File: config.mk
export PLATFORM = sky130hd
export DESIGN_NAME = zigzag_scan_reorder_top
export DESIGN_NICKNAME = d
export VERILOG_FILES = /design/src/hw/rtl/zsr_pkg.sv /design/src/hw/rtl/zigzag_scan_reorder_top.sv /design/src/hw/rtl/zsr_ram.sv /design/src/hw/rtl/zsr_ctrl.sv /design/src/hw/rtl/zsr_datapath.sv
export SDC_FILE = /design/constraint.sdc
export NUM_CORES = 1
export LEC_CHECK = 0
export BUFFER_PORTS_ARGS = -buffer_cell sky130_fd_sc_hd__buf_2
export CAP_MARGIN = 10
export CORE_MARGIN = 5
export CORE_UTILIZATION = 50
export CTS_BUF_LIST = sky130_fd_sc_hd__clkbuf_16
export CTS_CLUSTER_DIAMETER = 80
export CTS_CLUSTER_SIZE = 25
export DETAILED_ROUTE_END_ITERATION = 12
export GPL_ROUTABILITY_DRIVEN = 0
export PLACE_DENSITY = 0.71
export SLEW_MARGIN = 20
export SYNTH_ARGS = -nofsm -noshare
export SYNTH_HDL_FRONTEND = slang
export SYNTH_HIERARCHICAL = 1
export SYNTH_SLANG_ARGS = --single-unit
File: constraint.sdc
create_clock -name clk_i -period 4.1 [get_ports clk_i]
set_input_delay 0.82 -clock clk_i [delete_from_list [all_inputs] [get_ports clk_i]]
set_output_delay 0.82 -clock clk_i [all_outputs]
set_load 0.005 [all_outputs]
File: src/hw/rtl/zsr_pkg.sv
// Shared types and codes for the zigzag scan reorder block
package zsr_pkg;

  // kind of an input word, carried in tuser
  localparam logic OP_WRITE = 1'b0;
  localparam logic OP_READ  = 1'b1;

  // width of the side length field on the configuration port
  localparam int unsigned SIZE_W = 4;

  // payload widths of the stream words
  localparam int unsigned DATA_W  = 16;
  localparam int unsigned COORD_W = 3;
  localparam int unsigned OUT_TDATA_W = 24;

  // walker heading
  typedef enum logic [1:0] {
    DIR_RIGHT     = 2'd0,
    DIR_DOWN      = 2'd1,
    DIR_DOWN_LEFT = 2'd2,
    DIR_UP_RIGHT  = 2'd3
  } dir_e;

  // controller states
  typedef enum logic [2:0] {
    ST_IDLE = 3'b001,
    ST_ADDR = 3'b010,
    ST_DATA = 3'b100
  } state_e;

  // controller to datapath
  typedef struct packed {
    logic store_wr;
    logic walk_step;
    logic ram_rd;
    logic out_load;
  } cmd_t;

  // datapath to controller
  typedef struct packed {
    logic out_stall;
  } status_t;

endpackage

File: src/hw/rtl/zigzag_scan_reorder_top.sv
// Top level of the zigzag scan reorder block
//
//   channel   direction  handshake                  payload
//   s_axis    in         s_axis_tvalid/tready       tdata: element_in; tuser: operation
//   m_axis    out        m_axis_tvalid/tready       tdata: element_out, row, column; tlast
//   cfg       in         cfg_wr_en_i                cfg_wr_data_i: matrix_size
//
// A write word is taken in the idle state; a read word passes through walker
// step, store address and registered store read before the next word is taken.
// The store read port is registered.
// Reset puts the side length at 8 (or MAX_SIZE if smaller), the load
// pointer at zero and the walker at the origin; the store needs no clearing.
// A stalled output holds its word, and a read stays in its last step
// until the output register is free.
module zigzag_scan_reorder_top #(
  parameter int unsigned MAX_SIZE      = 8,
  parameter int unsigned ELEMENT_WIDTH = 16
) (
  input  logic                              clk_i,
  input  logic                              rst_ni,
  input  logic                              cfg_wr_en_i,
  input  logic [zsr_pkg::SIZE_W-1:0]        cfg_wr_data_i,   // matrix_size
  input  logic                              s_axis_tvalid,
  output logic                              s_axis_tready,
  input  logic [zsr_pkg::DATA_W-1:0]        s_axis_tdata,    // element_in
  input  logic                              s_axis_tuser,    // operation
  output logic                              m_axis_tvalid,
  input  logic                              m_axis_tready,
  output logic [zsr_pkg::OUT_TDATA_W-1:0]   m_axis_tdata,    // element_out, row, column
  output logic                              m_axis_tlast
);
  import zsr_pkg::*;

  cmd_t                cmd;
  status_t             status;
  logic [DATA_W-1:0]   out_element;
  logic [COORD_W-1:0]  out_row;
  logic [COORD_W-1:0]  out_column;

  // controller
  zsr_ctrl u_ctrl (
    .clk_i     (clk_i),
    .rst_ni    (rst_ni),
    .in_valid_i(s_axis_tvalid),
    .in_op_i   (s_axis_tuser),
    .in_ready_o(s_axis_tready),
    .status_i  (status),
    .cmd_o     (cmd)
  );

  // datapath
  zsr_datapath #(
    .MAX_SIZE     (MAX_SIZE),
    .ELEMENT_WIDTH(ELEMENT_WIDTH)
  ) u_datapath (
    .clk_i        (clk_i),
    .rst_ni       (rst_ni),
    .cfg_wr_en_i  (cfg_wr_en_i),
    .cfg_wr_data_i(cfg_wr_data_i),
    .in_data_i    (s_axis_tdata),
    .cmd_i        (cmd),
    .status_o     (status),
    .out_valid_o  (m_axis_tvalid),
    .out_ready_i  (m_axis_tready),
    .out_element_o(out_element),
    .out_row_o    (out_row),
    .out_column_o (out_column),
    .out_last_o   (m_axis_tlast)
  );

  // pack the output word, zero fill to whole bytes
  assign m_axis_tdata = {
    (OUT_TDATA_W - DATA_W - 2 * COORD_W)'(0), out_column, out_row, out_element
  };

endmodule

File: src/hw/rtl/zsr_ram.sv
// Generic simple dual-port RAM with registered read
module zsr_ram #(
  parameter int unsigned WIDTH = 16,
  parameter int unsigned DEPTH = 64
) (
  clk_i,
  wr_en_i,
  wr_addr_i,
  wr_data_i,
  rd_en_i,
  rd_addr_i,
  rd_data_o
);
  localparam int unsigned AW = (DEPTH > 1) ? $clog2(DEPTH) : 1;

  input  logic             clk_i;
  input  logic             wr_en_i;
  input  logic [AW-1:0]    wr_addr_i;
  input  logic [WIDTH-1:0] wr_data_i;
  input  logic             rd_en_i;
  input  logic [AW-1:0]    rd_addr_i;
  output logic [WIDTH-1:0] rd_data_o;

  logic [WIDTH-1:0] mem_q [DEPTH];
  logic [WIDTH-1:0] rd_data_q;

  // write port
  always_ff @(posedge clk_i) begin
    if (wr_en_i) begin
      mem_q[wr_addr_i] <= wr_data_i;
    end
  end

  // registered read port
  always_ff @(posedge clk_i) begin
    if (rd_en_i) begin
      rd_data_q <= mem_q[rd_addr_i];
    end
  end

  assign rd_data_o = rd_data_q;

endmodule

File: src/hw/rtl/zsr_ctrl.sv
// Controller state machine: accepts words and sequences a zigzag read
module zsr_ctrl (
  input  logic             clk_i,
  input  logic             rst_ni,
  input  logic             in_valid_i,
  input  logic             in_op_i,
  output logic             in_ready_o,
  input  zsr_pkg::status_t status_i,
  output zsr_pkg::cmd_t    cmd_o
);
  import zsr_pkg::*;

  state_e state_q, state_d;

  // next state and commands
  always_comb begin
    state_d    = state_q;
    cmd_o      = '0;
    in_ready_o = 1'b0;
    case (state_q)
      ST_IDLE: begin
        in_ready_o = 1'b1;
        if (in_valid_i) begin
          if (in_op_i == OP_READ) begin
            cmd_o.walk_step = 1'b1;
            state_d         = ST_ADDR;
          end else begin
            cmd_o.store_wr = 1'b1;
          end
        end
      end
      ST_ADDR: begin
        cmd_o.ram_rd = 1'b1;
        state_d      = ST_DATA;
      end
      ST_DATA: begin
        if (!status_i.out_stall) begin
          cmd_o.out_load = 1'b1;
          state_d        = ST_IDLE;
        end
      end
      default: begin
        state_d = ST_IDLE;
      end
    endcase
  end

  // state register
  always_ff @(posedge clk_i or negedge rst_ni) begin
    if (!rst_ni) begin
      state_q <= ST_IDLE;
    end else begin
      state_q <= state_d;
    end
  end

endmodule

File: src/hw/rtl/zsr_datapath.sv
// Datapath: element store, load pointer, zigzag walker and output register
module zsr_datapath #(
  parameter int unsigned MAX_SIZE      = 8,
  parameter int unsigned ELEMENT_WIDTH = 16
) (
  input  logic                          clk_i,
  input  logic                          rst_ni,
  input  logic                          cfg_wr_en_i,
  input  logic [zsr_pkg::SIZE_W-1:0]    cfg_wr_data_i,
  input  logic [zsr_pkg::DATA_W-1:0]    in_data_i,
  input  zsr_pkg::cmd_t                 cmd_i,
  output zsr_pkg::status_t              status_o,
  output logic                          out_valid_o,
  input  logic                          out_ready_i,
  output logic [zsr_pkg::DATA_W-1:0]    out_element_o,
  output logic [zsr_pkg::COORD_W-1:0]   out_row_o,
  output logic [zsr_pkg::COORD_W-1:0]   out_column_o,
  output logic                          out_last_o
);
  import zsr_pkg::*;

  // side length is bounded by the parameter and by the 4-bit register
  localparam int unsigned SIZE_LIMIT = (1 << SIZE_W) - 1;
  localparam int unsigned EFF_MAX  = (MAX_SIZE < SIZE_LIMIT) ? MAX_SIZE : SIZE_LIMIT;
  localparam int unsigned CW       = (EFF_MAX > 1) ? $clog2(EFF_MAX) : 1;
  localparam int unsigned DEPTH    = EFF_MAX * EFF_MAX;
  localparam int unsigned AW       = (DEPTH > 1) ? $clog2(DEPTH) : 1;
  localparam int unsigned TW       = $clog2(DEPTH + 1);
  localparam int unsigned SW       = (ELEMENT_WIDTH < DATA_W) ? ELEMENT_WIDTH : DATA_W;
  localparam int unsigned RESET_N  = (EFF_MAX < 8) ? EFF_MAX : 8;

  logic [SIZE_W-1:0] n_q, n_d;
  logic [CW-1:0]     e_q, e_d;
  logic [TW-1:0]     total_q, total_d;
  logic [AW-1:0]     lp_q;
  logic [AW:0]       lp_inc;
  logic [CW-1:0]     row_q, row_d, col_q, col_d;
  dir_e              dir_q, dir_d;
  logic              started_q;
  logic              fin_d, fin_q;
  logic [AW-1:0]     rd_addr;
  logic [SW-1:0]     rd_data;
  logic              out_valid_q;
  logic [DATA_W-1:0] out_element_q;
  logic [CW-1:0]     out_row_q, out_col_q;
  logic              out_last_q;
  logic [2*SIZE_W-1:0] n_sq;

  // clamp the written side length and derive edge index and element count
  always_comb begin
    n_d = cfg_wr_data_i;
    if (cfg_wr_data_i == '0) begin
      n_d = SIZE_W'(1);
    end else if (cfg_wr_data_i > SIZE_W'(EFF_MAX)) begin
      n_d = SIZE_W'(EFF_MAX);
    end
    n_sq    = (2*SIZE_W)'(n_d) * (2*SIZE_W)'(n_d);
    e_d     = CW'(n_d - SIZE_W'(1));
    total_d = TW'(n_sq);
  end

  // size registers
  always_ff @(posedge clk_i or negedge rst_ni) begin
    if (!rst_ni) begin
      n_q     <= SIZE_W'(RESET_N);
      e_q     <= CW'(RESET_N - 1);
      total_q <= TW'(RESET_N * RESET_N);
    end else if (cfg_wr_en_i) begin
      n_q     <= n_d;
      e_q     <= e_d;
      total_q <= total_d;
    end
  end

  // row-major load pointer, wraps after n*n words
  assign lp_inc = {1'b0, lp_q} + (AW+1)'(1);

  always_ff @(posedge clk_i or negedge rst_ni) begin
    if (!rst_ni) begin
      lp_q <= '0;
    end else if (cfg_wr_en_i) begin
      lp_q <= '0;
    end else if (cmd_i.store_wr) begin
      if (TW'(lp_inc) == total_q) begin
        lp_q <= '0;
      end else begin
        lp_q <= AW'(lp_inc);
      end
    end
  end

  // zigzag walker step, clamped at the borders
  always_comb begin
    row_d = row_q;
    col_d = col_q;
    dir_d = dir_q;
    if (!started_q) begin
      row_d = '0;
      col_d = '0;
      dir_d = DIR_RIGHT;
    end else begin
      case (dir_q)
        DIR_RIGHT: begin
          if (col_q < e_q) col_d = CW'(col_q + 1'b1);
          if (row_q == '0) begin
            dir_d = DIR_DOWN_LEFT;
          end else if (row_q == e_q) begin
            dir_d = DIR_UP_RIGHT;
          end
        end
        DIR_DOWN: begin
          if (row_q < e_q) row_d = CW'(row_q + 1'b1);
          if (col_q == '0) begin
            dir_d = DIR_UP_RIGHT;
          end else if (col_q == e_q) begin
            dir_d = DIR_DOWN_LEFT;
          end
        end
        DIR_DOWN_LEFT: begin
          if (row_q < e_q) row_d = CW'(row_q + 1'b1);
          if (col_q > '0)  col_d = CW'(col_q - 1'b1);
          if (col_d == '0) begin
            dir_d = (row_d == e_q) ? DIR_RIGHT : DIR_DOWN;
          end else if (row_d == e_q) begin
            dir_d = DIR_RIGHT;
          end
        end
        default: begin
          if (row_q > '0)  row_d = CW'(row_q - 1'b1);
          if (col_q < e_q) col_d = CW'(col_q + 1'b1);
          if (row_d == '0) begin
            dir_d = (col_d == e_q) ? DIR_DOWN : DIR_RIGHT;
          end else if (col_d == e_q) begin
            dir_d = DIR_DOWN;
          end
        end
      endcase
    end
    fin_d = (row_d == e_q) && (col_d == e_q);
  end

  // walker registers; after the corner the next read restarts at the origin
  always_ff @(posedge clk_i or negedge rst_ni) begin
    if (!rst_ni) begin
      row_q     <= '0;
      col_q     <= '0;
      dir_q     <= DIR_RIGHT;
      started_q <= 1'b0;
      fin_q     <= 1'b0;
    end else if (cfg_wr_en_i) begin
      row_q     <= '0;
      col_q     <= '0;
      dir_q     <= DIR_RIGHT;
      started_q <= 1'b0;
    end else if (cmd_i.walk_step) begin
      row_q     <= row_d;
      col_q     <= col_d;
      dir_q     <= dir_d;
      started_q <= !fin_d;
      fin_q     <= fin_d;
    end
  end

  // store address of the walker position
  assign rd_addr = AW'(row_q) * AW'(n_q) + AW'(col_q);

  zsr_ram #(
    .WIDTH(SW),
    .DEPTH(DEPTH)
  ) u_store (
    .clk_i    (clk_i),
    .wr_en_i  (cmd_i.store_wr),
    .wr_addr_i(lp_q),
    .wr_data_i(SW'(in_data_i)),
    .rd_en_i  (cmd_i.ram_rd),
    .rd_addr_i(rd_addr),
    .rd_data_o(rd_data)
  );

  // output word register
  always_ff @(posedge clk_i or negedge rst_ni) begin
    if (!rst_ni) begin
      out_valid_q <= 1'b0;
    end else if (cmd_i.out_load) begin
      out_valid_q <= 1'b1;
    end else if (out_ready_i) begin
      out_valid_q <= 1'b0;
    end
  end

  always_ff @(posedge clk_i) begin
    if (cmd_i.out_load) begin
      out_element_q <= DATA_W'(rd_data);
      out_row_q     <= row_q;
      out_col_q     <= col_q;
      out_last_q    <= fin_q;
    end
  end

  assign status_o.out_stall = out_valid_q && !out_ready_i;
  assign out_valid_o   = out_valid_q;
  assign out_element_o = out_element_q;
  assign out_row_o     = COORD_W'(out_row_q);
  assign out_column_o  = COORD_W'(out_col_q);
  assign out_last_o    = out_last_q;

  // load pointer stays inside the active matrix
  a_lp_range : assert property (@(posedge clk_i) disable iff (!rst_ni)
    TW'(lp_q) < total_q)
    else $error("load pointer beyond active matrix");

  // walker never leaves the active matrix
  a_walker_range : assert property (@(posedge clk_i) disable iff (!rst_ni)
    started_q |-> (row_q <= e_q) && (col_q <= e_q))
    else $error("walker outside active matrix");

  // a waiting output word is never overwritten
  a_no_overwrite : assert property (@(posedge clk_i) disable iff (!rst_ni)
    cmd_i.out_load |-> !(out_valid_q && !out_ready_i))
    else $error("output word overwritten while stalled");

  // the final word sits on the diagonal corner
  a_last_corner : assert property (@(posedge clk_i) disable iff (!rst_ni)
    (out_valid_q && out_last_q) |-> (out_row_q == out_col_q))
    else $error("last word off the diagonal");

endmodule

### After elaboration in Yosys (flattened, before gate mapping)

Memories as Yosys holds them, arrays and structs flattened. A register that Yosys moved wholly into a read port is not among the register bits.
Cells that the tools add are included.

* shifts and indexed selects: 0
* bitwise operators: 1
* mux-type cells: 57
* order comparisons: 5
* multipliers: 2
* add/sub/neg operators: 7
* eq/ne operators: 19
* divide/modulo/power cells: 0
* reduce and logical (&&, ||, !) cells: 17

Operators by type and width (count)
* two-way mux 3 bit: 21
* one-hot mux 3 bit (3 select lines): 3
* two-way mux 2 bit: 13
* equality test 3 bit: 6
* two-way mux 6 bit: 3
* inequality test 5 bit (second input constant): 3
* two-way mux 1 bit: 14
* zero test 3 bit: 4
* subtractor 3 x 1 -> 3 bit (second input constant): 3
* two-way mux 4 bit: 2
* adder 6 x 1 -> 7 bit (second input constant): 1
* equality test 7 bit: 1
* multiplier 4 x 4 -> 7 bit: 1
* inequality test 7 bit (second input constant): 1
* adder 3 x 1 -> 3 bit (second input constant): 2
* adder 6 x 3 -> 6 bit: 1
* > comparator 3 x 1 -> 1 bit (second input constant): 2
* < comparator 3 bit: 2
* multiplier 3 x 4 -> 6 bit: 1
* inequality test 2 bit (second input constant): 3
* one-hot mux 2 bit (3 select lines): 1
* nonzero test 2 bit: 3
* AND reduction 5 bit: 1
* > comparator 4 bit (second input constant): 1
* other kinds (13): 15

* bits of input ports: 26
* latch bits: 0
* logic and storage cells: 124
* register bits after elaboration: 57
* memory bits (writable): 1024
* output and inout bits: 27
* memories kept: 1
* memory bits (read-only): 0

Memory list
* u_datapath.u_store.mem_q: words 64, width 16, rd ports 1, clocked after Yosys merged registers in 1, write ports 1, RTL line zsr_ram.sv:24 `logic [WIDTH-1:0] mem_q [DEPTH];`

### Logic depth before layout (Yosys ltp)

Gate-level depths: netlist of run 1.

* depth in word-level cells: 11
* depth in mapped cells: 15
* mapped depth without buffers: 12

### By module

Netlist of run 1, hierarchy kept.

By module, submodules not included
* zsr_ram: cells an instance 1829, times used 1, area each 40202.3 µm²
* zsr_datapath: cells an instance 334, times used 1, area each 3530.9 µm²
* zsr_ctrl: cells an instance 12, times used 1, area each 163.9 µm²
* zigzag_scan_reorder_top: cells an instance 3, times used 1, area each 18.8 µm²

### Least setup slack after synthesis of run 1

No wires, ideal clock.

* path type: reg-to-reg
* start: register u_datapath.row_q[2]
* end: register u_datapath.u_store.rd_data_q[12] (netlist: u_datapath/u_store/rd_data_o[12]) (read register of u_datapath.u_store.mem_q), data pin
* setup slack: -0.045 ns
* period minus slack after synthesis: 4.145 ns
* path buffers: 3
* arrival time: 3.889 ns
* stages on the path, launching flop included: 16
* library setup time: 0.256 ns
* cell sequence: dfrtp_1 > clkbuf_1 > nand2_1 > fa_1 > inv_1 > fa_1 > fa_1 > a21o_1 > a21oi_1 > xnor2_1 > clkbuf_1 > nand2_1 > clkbuf_1 > a41oi_1 > o21ai_0 > and4_1

* word-level cells in the longest chain between the ends: 2

RTL lines
* start: declaration: RTL line zsr_datapath.sv:37 `logic [CW-1:0] row_q, row_d, col_q, col_d;`
* start signal: assignment: RTL line zsr_datapath.sv:156 `row_q <= row_d;`
* multiplier 3 x 4 -> 6 bit: RTL line zsr_datapath.sv:165 `assign rd_addr = AW'(row_q) * AW'(n_q) + AW'(col_q);`
* adder 6 x 3 -> 6 bit: RTL line zsr_datapath.sv:165
* net u_datapath.rd_addr[5]: RTL line zsr_datapath.sv:41 `logic [AW-1:0] rd_addr;`
* end: declaration: RTL line zsr_ram.sv:25 `logic [WIDTH-1:0] rd_data_q;`

The timed path passes the listed nets, and every way through them passes these cells.
A chain may end at the register's enable or synchronous reset.

### Worst setup path after layout of run 1

* start: register u_datapath.row_q[2]
* end: register u_datapath.u_store.rd_data_q[13] (netlist: u_datapath/u_store/rd_data_o[13]) (read register of u_datapath.u_store.mem_q), data pin

Same word-level chain as after synthesis.

==> metrics.yaml, run 1 <==
run_status:
  run_status: "finished with violations"
  violations: "setup timing"
timing:
  slew_viol_final: 0
  layout_min_cycle_time_ns: 4.16
  worst_clock_skew_ns: 0.0430
  setup_tns_ns: -0.221
  slew_headroom_pct: 25.7
  hold_ws_ns: 0.237
  layout_setup_ws_ns: -0.0570
  worstMarginPinSlew_ns: 1.11
  rsz0062_at_grt: "yes"
  setup_viol: 7
  period_share_pct: 101
  hold_viol: 0
  max_freq_mhz: 241
final_layout:
  instances_no_fill: 3601
  drive_above_1_share_pct: 31.2
  synthToLayoutAreaGrowth_pct: 12.7
  layout_common_cells: "1063 x edfxtp_1, 223 x buf_4, 221 x mux4_2"
  nNetsFinal: 2496
  final_common_cell: "edfxtp_1"
  n_fill_cell: 6332
yosys:
  synth_edf_count: 1063
  ys_seq_area_share_pct: 74.5
  netlist_instances: 2178
  synth.yosys.warnings: 6
  async_flop_share_pct: 2.92
  synth_flop_cell: "edfxtp_1"
  synth_cell_types: 79
  ys_ff_latch: 1095
  avgSynthCellArea_um2: 20.2
  synth_area_um2: 43900
floorplanning:
  die_h_um: 306
  rows: 108
  coreArea_um2: 87000
  start_util_pct: 50.5
  dieArea_um2: 93900
  ioPinCount: 53
  fp.dieW_um: 306
detailed_routing:
  met3_length_um: 10200
  routed.top_layer: "met4"
  routedWlPerCell_um: 29.8
  finalWirelength_um: 107000
  drc: 0
  drt-initial-drc-count: 3086
  drt_pass1_iterations: 6
  antenna_left: 0
  wl_met2_um: 52000
  routed_via_density: 6.27
  dr_total_vias: 22581
  met1_length_um: 41600
clock_network:
  htree_levels: 2
  path_clk_slew_ns: 0.09
  cts_hold_buf: 0
  cts_tree: "done"
  cts.sinks: 1095
  insertion_delay_ns: 0.66
  cts_buffer_depth: 3
  cts_buffers: 51
  cts_root_buffer: "clkbuf_16"
power_and_ir_drop:
  p_clk_share_pct: 30.1
  power.leakage_nw: 15.5
  peakVddDrop_mv: 0.332
  p_comb_share_pct: 3.4
  p_sw_share_pct: 20.2
  power_w: 0.0185
  powerDensity_nw_per_um2: 375
  p_switching_w: 0.00375
  cellInternalPower_w: 0.0148
  seq_power_share_pct: 66.5
place:
  place_inst: 3502
  dp_hpwl_um: 68300
  pre_cts_slack_ns: -0.471
  port_buffers: 50
worst_setup_path:
  end_kind: "flop"
  cp.arrival_ns: 4.52
  worstPathRequired_ns: 4.47
  startpoint_type: "flop"
  crit_type: "flop to flop"
  cp_max_fo: 10
global_routing:
  grt_max_degree: 54
  antenna_found_initial: 1
  grt_pass1_vias: 22569
  grt_pass1_wl_um: 155000
  grt_use_total_pct: 22.3
  grt.overflow.total: 0
flow_run:
  maxCapViolCount: 0
hold_path:
  worst_hold_path_type: "input pin to async pin"
-- final cells by class --
class                           count  area [um^2]  area share [%]
Clock inverter                     15          125           0.253
Timing Repair Buffer              317         2830            5.73
Tap cell                         1155         1450            2.92
Multi-Input combinational cell    945        11000            22.2
Clock buffer                       51         1280            2.58
Sequential cell                  1095        32700            66.2
Antenna cell                        1         2.50         0.00506
Inverter                           22         82.6           0.167
-- what timing repair did --
| action | 4_1_cts | 5_1_grt |
|---|---|---|
| pin swaps | 7 | 34 |
| endpoints found under the setup margin | 16 | 16 |
| resized for setup | 57 | 94 |
| setup buffers | 6 | 20 |
| cloned | 3 | 4 |
-- flip-flops by register name (all words and copies together), names as in the netlist, 2 cells and up --
register,count
u_ctrl/state_q,3
u_datapath/out_row_o,3
u_datapath/total_q,5
u_datapath/lp_q,6
u_datapath/e_q,3
u_datapath/col_q,3
u_datapath/dir_q,2
u_datapath/out_column_o,3
u_datapath/n_q,4
u_datapath/out_element_o,16
u_datapath/u_store/mem_q,1024
u_datapath/row_q,3
u_datapath/u_store/rd_data_o,16
-- cell usage after synthesis, types with 7 or more instances --
| library cell | count | area (um^2) |
|---|---|---|
| clkbuf_1 | 28 | 105 |
| mux2_2 | 36 | 405 |
| xnor2_1 | 15 | 131 |
| a211o_1 | 8 | 70.1 |
| a31oi_1 | 9 | 56.3 |
| dfrtp_1 | 26 | 651 |
| nand2b_1 | 7 | 43.8 |
| mux2i_1 | 96 | 961 |
| mux4_2 | 220 | 4950 |
| a211oi_1 | 11 | 82.6 |
| nor2_1 | 93 | 349 |
| o21ai_0 | 14 | 70.1 |
| buf_2 | 38 | 190 |
| nand2_1 | 77 | 289 |
| and2_1 | 13 | 81.3 |
| a41oi_1 | 7 | 61.3 |
| nand4_1 | 13 | 81.3 |
| buf_4 | 17 | 128 |
| inv_1 | 22 | 82.6 |
| a22oi_1 | 39 | 293 |
| a21oi_1 | 37 | 185 |
| buf_6 | 20 | 225 |
| ha_1 | 33 | 413 |
| a311oi_1 | 8 | 70.1 |
| nand3_1 | 38 | 190 |
| nor2b_1 | 39 | 244 |
| edfxtp_1 | 1063 | 31900 |
| a221oi_1 | 21 | 184 |
| xor2_1 | 12 | 105 |
-- cells by family (layout without fill, tap and decap cells) --
kind of cell	after synthesis	count (layout)	synth area share, %
mux	356	356	14.6
fa+ha+maj	38	38	1.17
other cells	2	5	0.0171
xor+xnor	27	27	0.538
buf+inv	140	405	2.07
simple gates	330	330	3.85
flops	1095	1095	74.5
compound gates	190	190	3.19
-- power groups by stage --
stage / sequential [W] / clock, W / combinational, W
2_1_floorplan: 0.0126 / 0 / 0.000290
3_3_place_gp: 0.0126 / 0 / 0.000588
3_5_place_dp: 0.0126 / 0 / 0.000614
4_1_cts: 0.0123 / 0.00568 / 0.000621
5_1_grt: 0.0123 / 0.00611 / 0.000678
6_report: 0.0123 / 0.00558 / 0.000638
-- routing by layer --
metal,vias up,GRT usage [%]
met5,-,0
met4,0,6.40
met3,159,3.76
met2,1196,36.3
met1,11877,31.6
li1,9349,-
-- worst max-delay path, cell delays in order, from the launching register on --
cell,delay (ns)
dfrtp_1,0.39
nand2_2,0.07
fa_1,0.56
inv_2,0.05
fa_2,0.47
fa_4,0.83
buf_12,0.15
buf_12,0.12
clkbuf_16,0.16
buf_4,0.22
mux4_2,0.31
a22oi_1,0.39
a311oi_2,0.17
-- worst paths after layout --
path | start | to | slack (ns) | cells after the start
hold / removal | rst_ni | u_datapath/fin_q | 0.24 | 1
setup / recovery | u_datapath/row_q[2] | u_datapath/u_store/rd_data_o[13] | -0.06 | 12
hold reg to reg | u_datapath/u_store/rd_data_o[6] | u_datapath/out_element_o[6] | 0.44 | 0
min in group clk_i | u_datapath/u_store/rd_data_o[6] | u_datapath/out_element_o[6] | 0.44 | 0
setup reg to reg | u_datapath/row_q[2] | u_datapath/u_store/rd_data_o[13] | -0.06 | 12
max in group asynchronous | rst_ni | u_datapath/dir_q[0] | 3.40 | 1
-- through the flow --
| stage | utilization, % | area, um^2 |
|---|---|---|
| detailed placement | 53.9 | 46900 |
| global route | 56.8 | 49500 |
| floorplan | - | 43900 |
| CTS | 56.0 | 48700 |
| global placement | 53.9 | 46900 |
| finish | 56.8 | 49500 |
Power figures use the tool's default switching activity.
==> inputs of run 2 (changes only) <==
CORE_UTILIZATION = 30   (was 50)
PLACE_DENSITY = 0.48   (was 0.71)
==> run 2 against run 1 <==
Net effect:
- largest cell class unchanged
- worst setup slack lost 0.053 ns
- highest routed layer is now met5
- the flow still finishes with violations (setup timing)
- sequential power is essentially flat
- clock power grew 11%
==> metrics.yaml, run 2 (same netlist as run 1, synthesis figures left out) <==
hold_path:
  worst_hold_path_type: "input pin to async pin"
worst_setup_path:
  r2r_cells: 15  # +3
  r2r_setup_slack_ns: -0.11  # -0.05 ns
  end_kind: "flop"
  slowest_delay_ns: 0.79  # -0.04 ns
  cp_max_fo: 8  # -2
  worstPathRequired_ns: 4.52  # +0.05 ns
  critical_path_buf_inv_count: 6  # +1
  reg2reg_to: "u_datapath/u_store/rd_data_o[3]"
  worstPathCellList: "nand2_2 -> fa_1 -> inv_2 -> fa_1 -> fa_4 -> buf_12 -> buf_16 -> buf_6 -> mux4_2 -> mux2i_1 -> buf_4 -> a22oi_2 -> a31oi_1 -> buf_4 -> a311oi_2"
  r2r_start: "u_datapath/n_q[0]"
  startpoint_type: "flop"
  crit_type: "flop to flop"
  cp_top_family: "adder cells"
  cp.arrival_ns: 4.63  # +0.11 ns
  slowest_stage: "fa_4"
floorplanning:
  fp.dieW_um: 393  # +28%
  dieArea_um2: 154000  # +64%
  ioPinCount: 53  # unchanged
  start_util_pct: 30.2  # -20 points
  rows: 140  # +30%
  coreArea_um2: 146000  # +67%
  die_h_um: 393  # +28%
global_routing:
  antenna_found_initial: 11  # +10
  grt_pass1_vias: 22809  # +1.1%
  grt_use_total_pct: 14.9  # -7.4 points
  grt_pass1_wl_um: 167000  # +7.7%
  grt.overflow.total: 0  # unchanged
  grt_max_degree: 65  # +20%
final_layout:
  final_common_cell: "edfxtp_1"
  n_fill_cell: 13518  # +110%
  fin_area_um2: 50500  # +2.1%
  instances_no_fill: 4380  # +22%
  drive_above_1_share_pct: 30.3  # -0.91 points
  nNetsFinal: 2499  # +0.12%
  synthToLayoutAreaGrowth_pct: 15.0
  layout_common_cells: "1063 x edfxtp_1, 220 x mux4_2, 215 x buf_4"
  largest_register_ffs: 1024  # unchanged
  regMostFlops: "u_datapath/u_store/mem_q"
clock_network:
  path_clk_slew_ns: 0.10  # about the same
  cts_hold_buf: 0  # unchanged
  cts_buffer_depth: 3  # unchanged
  cts_root_buffer: "clkbuf_16"
  cts_buffers: 52  # +2.0%
  cts_tree: "done"
  insertion_delay_ns: 0.69  # +0.03 ns
  htree_levels: 2  # unchanged
  cts.sinks: 1095  # unchanged
place:
  place_inst: 4272  # +22%
  place_area_um2: 48000  # +2.4%
  port_buffers: 50  # unchanged
  dp_hpwl_um: 74300  # +8.9%
  pre_cts_slack_ns: -0.430  # +0.0408 ns
flow_run:
  maxCapViolCount: 0  # unchanged
detailed_routing:
  drc: 0  # unchanged
  drt-initial-drc-count: 1899  # -38%
  drt_pass1_iterations: 5  # -1
  routedWlPerCell_um: 26.5  # -11%
  dr_total_vias: 22078  # -2.2%
  finalWirelength_um: 116000  # +8.4%
  antenna_left: 0  # unchanged
  routed_via_density: 5.04  # -20%
power_and_ir_drop:
  power.leakage_nw: 15.6  # +0.59%
  powerDensity_nw_per_um2: 380  # +1.2%
  peakVddDrop_mv: 0.320  # -3.8%
timing:
  max_freq_mhz: 238  # -1.3%
  slew_viol_final: 0  # unchanged
  hold_viol: 0  # unchanged
  layout_min_cycle_time_ns: 4.21  # +0.0532 ns
  slew_headroom_pct: 26.8  # +1.1 points
  rsz0062_at_grt: "yes"
  worstMarginPinSlew_ns: 1.10  # -0.0161 ns
  layout_setup_ws_ns: -0.110  # -0.0532 ns
  period_share_pct: 103  # +1.3 points
  setup_viol: 11  # +4
  worst_clock_skew_ns: 0.0285  # -0.0145 ns
run_status:
  violations: "setup timing"
  run_status: "finished with violations"
==> run 2: changes by cell type in the layout (fill, tap and decap cells not counted), moves of 5 or more <==
| cell | delta |
|---|---|
| a41oi_2 | +5 |
| mux2i_2 | -11 |
| nand3_2 | -5 |
| buf_6 | +13 |
| buf_4 | -8 |
| bufinv_16 | +5 |
| diode_2 | +6 |
| mux2i_1 | +15 |
| a41oi_1 | -5 |
| a31oi_1 | +6 |
| a31oi_4 | -5 |
==> run 2: final cells by class <==
cell class	instances	area, um^2	share of cell area, %
Timing Repair Buffer	319	2860	5.65
Antenna cell	7	17.5	0.0347
Sequential cell	1095	32700	64.8
Clock inverter	22	292	0.577
Clock buffer	53	1330	2.63
Tap cell	1917	2400	4.75
Multi-Input combinational cell	945	10800	21.4
Inverter	22	82.6	0.164
==> run 2: metal layers <==
| metal | part of all wire [%] | global-route usage (%) | vias to the layer above |
|---|---|---|---|
| met3 | 5.2 | 1.76 | 123 |
| met2 | 49 | 24.9 | 538 |
| li1 | - | - | 9387 |
| met5 | 0.011 | 0 | - |
| met1 | 44 | 21.2 | 12028 |
| met4 | 1.9 | 2.87 | 2 |
==> run 2: timing repair <==
item | CTS | global route
gates resized for setup | 65 | 49
pin swaps | 28 | 27
cloned | 3 | 2
endpoints found under the setup margin | 16 | 16
buffers inserted | 22 | 5
==> run 2: metrics by stage <==
stage | hold WS [ns] | util (%) | power (W) | TNS [ns]
4_1_cts | 0.197 | 34.5 | 0.0194 | -1.15
3_5_place_dp | 0.411 | 33.0 | 0.0132 | -3.73
6_report | 0.213 | 34.7 | 0.0192 | -0.752
5_1_grt | 0.261 | 34.7 | 0.0198 | -2.09
2_1_floorplan | 0.400 | - | 0.0129 | 0
3_3_place_gp | 0.404 | 33.0 | 0.0132 | -4.36
==> run 2: power by group <==
group          total [W]  internal (W)  switching, W  leakage [nW]
logic           0.000634      0.000220      0.000413          4.78
registers         0.0123        0.0123     0.0000384          9.97
clock network    0.00620       0.00271       0.00349         0.819
==> run 2: worst max-delay path by stage <==
stage                                   start                               end  cells after the start
after floorplan           u_datapath/row_q[2]   u_datapath/u_store/rd_data_o[0]                     12
after global placement      u_datapath/n_q[0]  u_datapath/u_store/rd_data_o[15]                     12
after detailed placement    u_datapath/n_q[0]  u_datapath/u_store/rd_data_o[15]                     12
after CTS                   u_datapath/n_q[0]  u_datapath/u_store/rd_data_o[13]                     15
after global routing        u_datapath/n_q[0]   u_datapath/u_store/rd_data_o[0]                     15
final                       u_datapath/n_q[0]   u_datapath/u_store/rd_data_o[3]                     15
==> run 2: worst register-to-register path: cells and delay by family, from the launching register on <==
kind	cells	cell delay (ns)
flip-flops	1	0.38
multiplexers	2	0.42
AO/OA/AOI/OAI	3	0.33
adder cells (fa/ha/maj)	3	1.83
buffers and inverters	6	0.92
AND/OR/NAND/NOR	1	0.08
